`src/rtl/rmq_pkg.sv`:
```
// ----------------------------------------------------------------------------
// rmq_pkg
// Types and constants shared by the range min/max query block: item
// field widths, function codes, sequencer states and node word layout.
// ----------------------------------------------------------------------------
package rmq_pkg;

    // field widths of one item
    localparam int VAL_BITS   = 30;
    localparam int POS_BITS   = 11;
    localparam int COUNT_BITS = 11;

    // stream word widths
    localparam int IN_TDATA_BITS  = 64;
    localparam int OUT_TDATA_BITS = 64;

    // count of positions in use after reset
    localparam logic [COUNT_BITS-1:0] COUNT_RESET = 11'd1024;

    // identity values of an empty range
    localparam logic [VAL_BITS-1:0] VAL_ONES = {VAL_BITS{1'b1}};
    localparam logic [VAL_BITS-1:0] VAL_ZERO = '0;

    // function carried in tuser
    typedef enum logic {
        FUNC_LOAD  = 1'b0,
        FUNC_QUERY = 1'b1
    } t_func;

    // sequencer states
    typedef enum logic [2:0] {
        ST_IDLE,
        ST_LD_LEAF,
        ST_LD_WALK,
        ST_Q_SETUP,
        ST_Q_WALK,
        ST_Q_DONE
    } t_state;

    // one tree node: minimum and maximum of its span
    typedef struct packed {
        logic [VAL_BITS-1:0] max_val;
        logic [VAL_BITS-1:0] min_val;
    } t_mm;

    // which candidates the combine unit takes in
    typedef struct packed {
        logic en_a;
        logic en_b;
    } t_cmp_ctl;

endpackage

```
`src/rtl/rmq_cmp_unit.sv`:
```
// ----------------------------------------------------------------------------
// rmq_cmp_unit
// Shared min/max combine unit: folds up to two node words into the
// running minimum and maximum. Used for path updates and range walks.
// ----------------------------------------------------------------------------
module rmq_cmp_unit
    import rmq_pkg::*;
(
    input  t_mm      i_acc,
    input  t_mm      i_a,
    input  t_mm      i_b,
    input  t_cmp_ctl i_ctl,
    output t_mm      o_res
);

    t_mm mid;

    // fold first candidate
    always_comb begin
        mid = i_acc;
        if (i_ctl.en_a) begin
            if (i_a.min_val < i_acc.min_val) mid.min_val = i_a.min_val;
            if (i_a.max_val > i_acc.max_val) mid.max_val = i_a.max_val;
        end
    end

    // fold second candidate
    always_comb begin
        o_res = mid;
        if (i_ctl.en_b) begin
            if (i_b.min_val < mid.min_val) o_res.min_val = i_b.min_val;
            if (i_b.max_val > mid.max_val) o_res.max_val = i_b.max_val;
        end
    end

endmodule

```
`config.mk`:
```
export PLATFORM = sky130hd
export DESIGN_NAME = rmq_cmp_unit
export DESIGN_NICKNAME = d
export VERILOG_FILES = /design/src/rtl/rmq_pkg.sv /design/src/rtl/rmq_cmp_unit.sv
export SDC_FILE = /design/constraint.sdc
export NUM_CORES = 1
export LEC_CHECK = 0
export BUFFER_PORTS_ARGS = -buffer_cell sky130_fd_sc_hd__clkbuf_2
export CELL_PAD_IN_SITES_DETAIL_PLACEMENT = 1
export CELL_PAD_IN_SITES_GLOBAL_PLACEMENT = 2
export CORE_MARGIN = 2
export CORE_UTILIZATION = 21
export DETAILED_ROUTE_END_ITERATION = 8
export PLACE_DENSITY = 0.82
export SLEW_MARGIN = 20
export SYNTH_ARGS = -nofsm -noshare
export SYNTH_HDL_FRONTEND = slang
export SYNTH_SLANG_ARGS = --single-unit
```
`constraint.sdc`:
```
create_clock -name vclk -period 4.32
set_input_delay 0.216 -clock vclk [all_inputs]
set_output_delay 0.216 -clock vclk [all_outputs]
set_load 0.01 [all_outputs]
```
### Yosys cells after proc, flatten, opt, wreduce, memory -nomap -nowiden

Cells that the tools add are included.

| word-level totals | value |
|---|---|
| output and inout port bits | 60 |
| word-level logic and storage cells | 10 |
| register bits | 0 |

| cells by class | value |
|---|---|
| multiplexer cells | 6 |
| $lt $le $gt $ge | 4 |

Operators by type and width:

| cell | count |
|---|---|
| two-way mux 30 bit | 4 |
| two-way mux 60 bit | 2 |
| greater-than comparator 30 bit | 2 |
| less-than comparator 30 bit | 2 |

### Depth between registers and ports, before layout

| depth | value |
|---|---|
| word-level depth | 6 |
| depth in mapped cells | 20 |
| depth with buffers taken out | 18 |

### Worst setup path after synthesis

Ideal clock, no wire load.

| timing path | value |
|---|---|
| kind | input to output |
| from | in i_acc[3] (netlist name) |
| to | out o_res[0] (netlist name) |
| path buffers | 3 |
| stages | 20 |
| path slack | -0.097 ns |
| data arrival time | 4.201 ns |
| path through | inv_1 ha_1 a2111oi_0 o21ai_1 a221oi_1 o221ai_1 a31oi_4 buf_2 buf_2 a21oi_1 ha_1 a21o_1 a21oi_1 nor2_1 a2111oi_0 o211ai_1 or3_1 o21ai_1 buf_4 mux2i_1 |

RTL lines:

| item | line | RTL |
|---|---|---|
| from (decl) | rmq_cmp_unit.sv:9 | `input t_mm i_acc,` |
| to (decl) | rmq_cmp_unit.sv:13 | `output t_mm o_res` |

==> metrics.yaml <==
synthToLayoutAreaGrowth_pct: 108
violations: "negative setup slack"
worstPathRequired_ps: 4100
pre_cts_ws_ps: -807
worstSetupStartpointType: "input pin"
drt-vias-per-instance: 4.60
setup-tns-final_ps: -12850
coreArea_um2: 20200
min_from: "i_b[32]"
avgSynthCellArea_um2: 7.27
io-pin-count: 242
dieWidth_um: 147
finalPower_mw: 1.45
synth_nets: 891
crit_family: "compound AO/OA/AOI/OAI gates"
cp-end-kind: "primary output"
layout.nets: 1320
drt-total-wl_um: 22600
layout_min_cycle_time_ps: 4720
grtUsageTotal_pct: 18.9
status: "finished, violations left"
design.seq.count: 0
drv_cap: 0
rows: 52
synth_top_cell_by_area: "ha_1"
start_util_pct: 21.3
ir_drop_mv: 0.0969
postCtsHoldBufs: 0
ant_nets: 0
tightest_slew_ps: 402
grt_pass1_vias: 6439
synth-seq-area-share_pct: 0
grt_pass1_wl_um: 33000
die_area_um2: 21600
drt_iter0_markers: 86
worst-path-buf-inv: 9
p_per_area_nw_per_um2: 162
hold_path_class: "input pin to primary output"
antennaDiodeCount: 0
slew_viol_final: 0
post_drt_wl_per_cell_um: 17.6
syn_inst: 591
syn_area_um2: 4300
antenna_found_initial: 0
grt_setup_unrepaired: "yes"
arrival_ps: 4500
synth_most_common_cell: "inv_1"
grt_overflow_total: 0
drive_above_1_share_pct: 59.4
hpwl_um: 18000
holdPathStages: 4
fin_crit_sh_pct: 109
synth_top_area_share_pct: 34.4
p_leak_nw: 4.71
seq_area_um2: 0
path_max_fanout: 7
holdPathEnd: "o_res[32]"
timing.fmax_mhz: 212
fin_ws_ps: -399
path_class: "input pin to primary output"
grt_max_degree: 15
slowest_delay_ps: 300
nClkBuffers: 0
firstDrtPassIters: 4
drc_errors: 0
fillers: 2438
yosysUniqueCellTypes: 44
die_h_um: 147
max-slew-margin-rel_pct: 72.8
port_buffers: 242
whs_ps: 749
timing.critical_path.mode_cell: "buf_6"
via_count: 5929
ys_top_cells_by_count: "inv_1 (124), ha_1 (118), mux2i_1 (89)"
yosys_warnings: 0
finalSetupViolCount: 48
synthTopCellsByArea: "ha_1 (34%), mux2i_1 (21%), inv_1 (11%)"
slowest_stage: "a2111oi_4"
gp_congestion: 0.840
hold_viol: 0
## timing repair
action                                  CTS  global route
pin swaps                                58            50
resized for setup                       113           168
setup buffers                            31            18
cloned                                    8             1
endpoints found under the setup margin   60            60
## cell families (layout without fill, tap and decap cells)
logic type      Yosys count  after routing  synth area share [%]
buf+inv                 139            566                  12.7
simple gates            111            111                  12.4
fa+ha+maj               118            118                  34.4
compound gates          132            132                  19.2
mux                      91             91                  21.3
## through the flow
step / std cells / area [um2] / utilization, %
5_1_grt: 1288 / 8920 / 44.2
3_3_place_gp: 1236 / 7330 / 36.3
4_1_cts: 1273 / 8240 / 40.8
3_5_place_dp: 1236 / 7330 / 36.3
2_1_floorplan: 591 / 4720 / -
6_report: 1288 / 8920 / 44.2
## metal layers
metal	global-route usage, %	vias to the layer above	share of wire (%)
met2	39.1	181	55
met4	1.54	0	1.1
li1	-	2966	-
met3	2.95	12	5.5
met5	0	-	0
met1	20.7	2770	38
## worst max path at each step
| stage | start | endpoint | slack, ps | cells past startpoint |
|---|---|---|---|---|
| 2_1_floorplan | i_a[3] | o_res[22] | -50 | 19 |
| 3_3_place_gp | i_acc[33] | o_res[50] | -690 | 23 |
| 3_5_place_dp | i_acc[3] | o_res[21] | -810 | 22 |
| 4_1_cts | i_acc[3] | o_res[4] | -370 | 25 |
| 5_1_grt | i_acc[3] | o_res[19] | -660 | 25 |
| 6_report | i_acc[3] | o_res[4] | -400 | 26 |
## placed cells by master (no fill, tap or decap), types with 3 or more instances in the layout
master / instances
ha_2: 5
inv_2: 10
nor2_1: 32
nand4_1: 17
nor3_2: 5
nand2_1: 22
nand2b_1: 4
mux2i_4: 28
buf_6: 24
nor4_4: 3
ha_1: 89
a21o_1: 16
a2111oi_4: 3
nand2_2: 4
inv_1: 111
nor2b_1: 3
o21ai_4: 3
buf_4: 168
ha_4: 24
mux2i_2: 19
o21a_1: 4
buf_8: 8
o21ai_1: 5
o21ai_2: 3
buf_16: 5
mux2i_1: 42
a21oi_4: 7
nand3_1: 4
a21oi_1: 27
clkbuf_2: 182
a21oi_2: 24
o21ai_0: 10
o211ai_1: 8
buf_12: 9
buf_2: 44
## area by class of cell
class              instances  area [um2]  share of cell area, %
inverters                124         475                   5.33
multi-input cells        452        4940                   55.5
well taps                270         338                   3.79
repair buffers           442        3160                   35.4
## power breakdown
| part | internal, mW | total (mW) | switching (mW) |
|---|---|---|---|
| clock network | 0 | 0 | 0 |
| registers | 0 | 0 | 0 |
| logic | 0.784 | 1.45 | 0.662 |
Power figures use the tool's default switching activity.
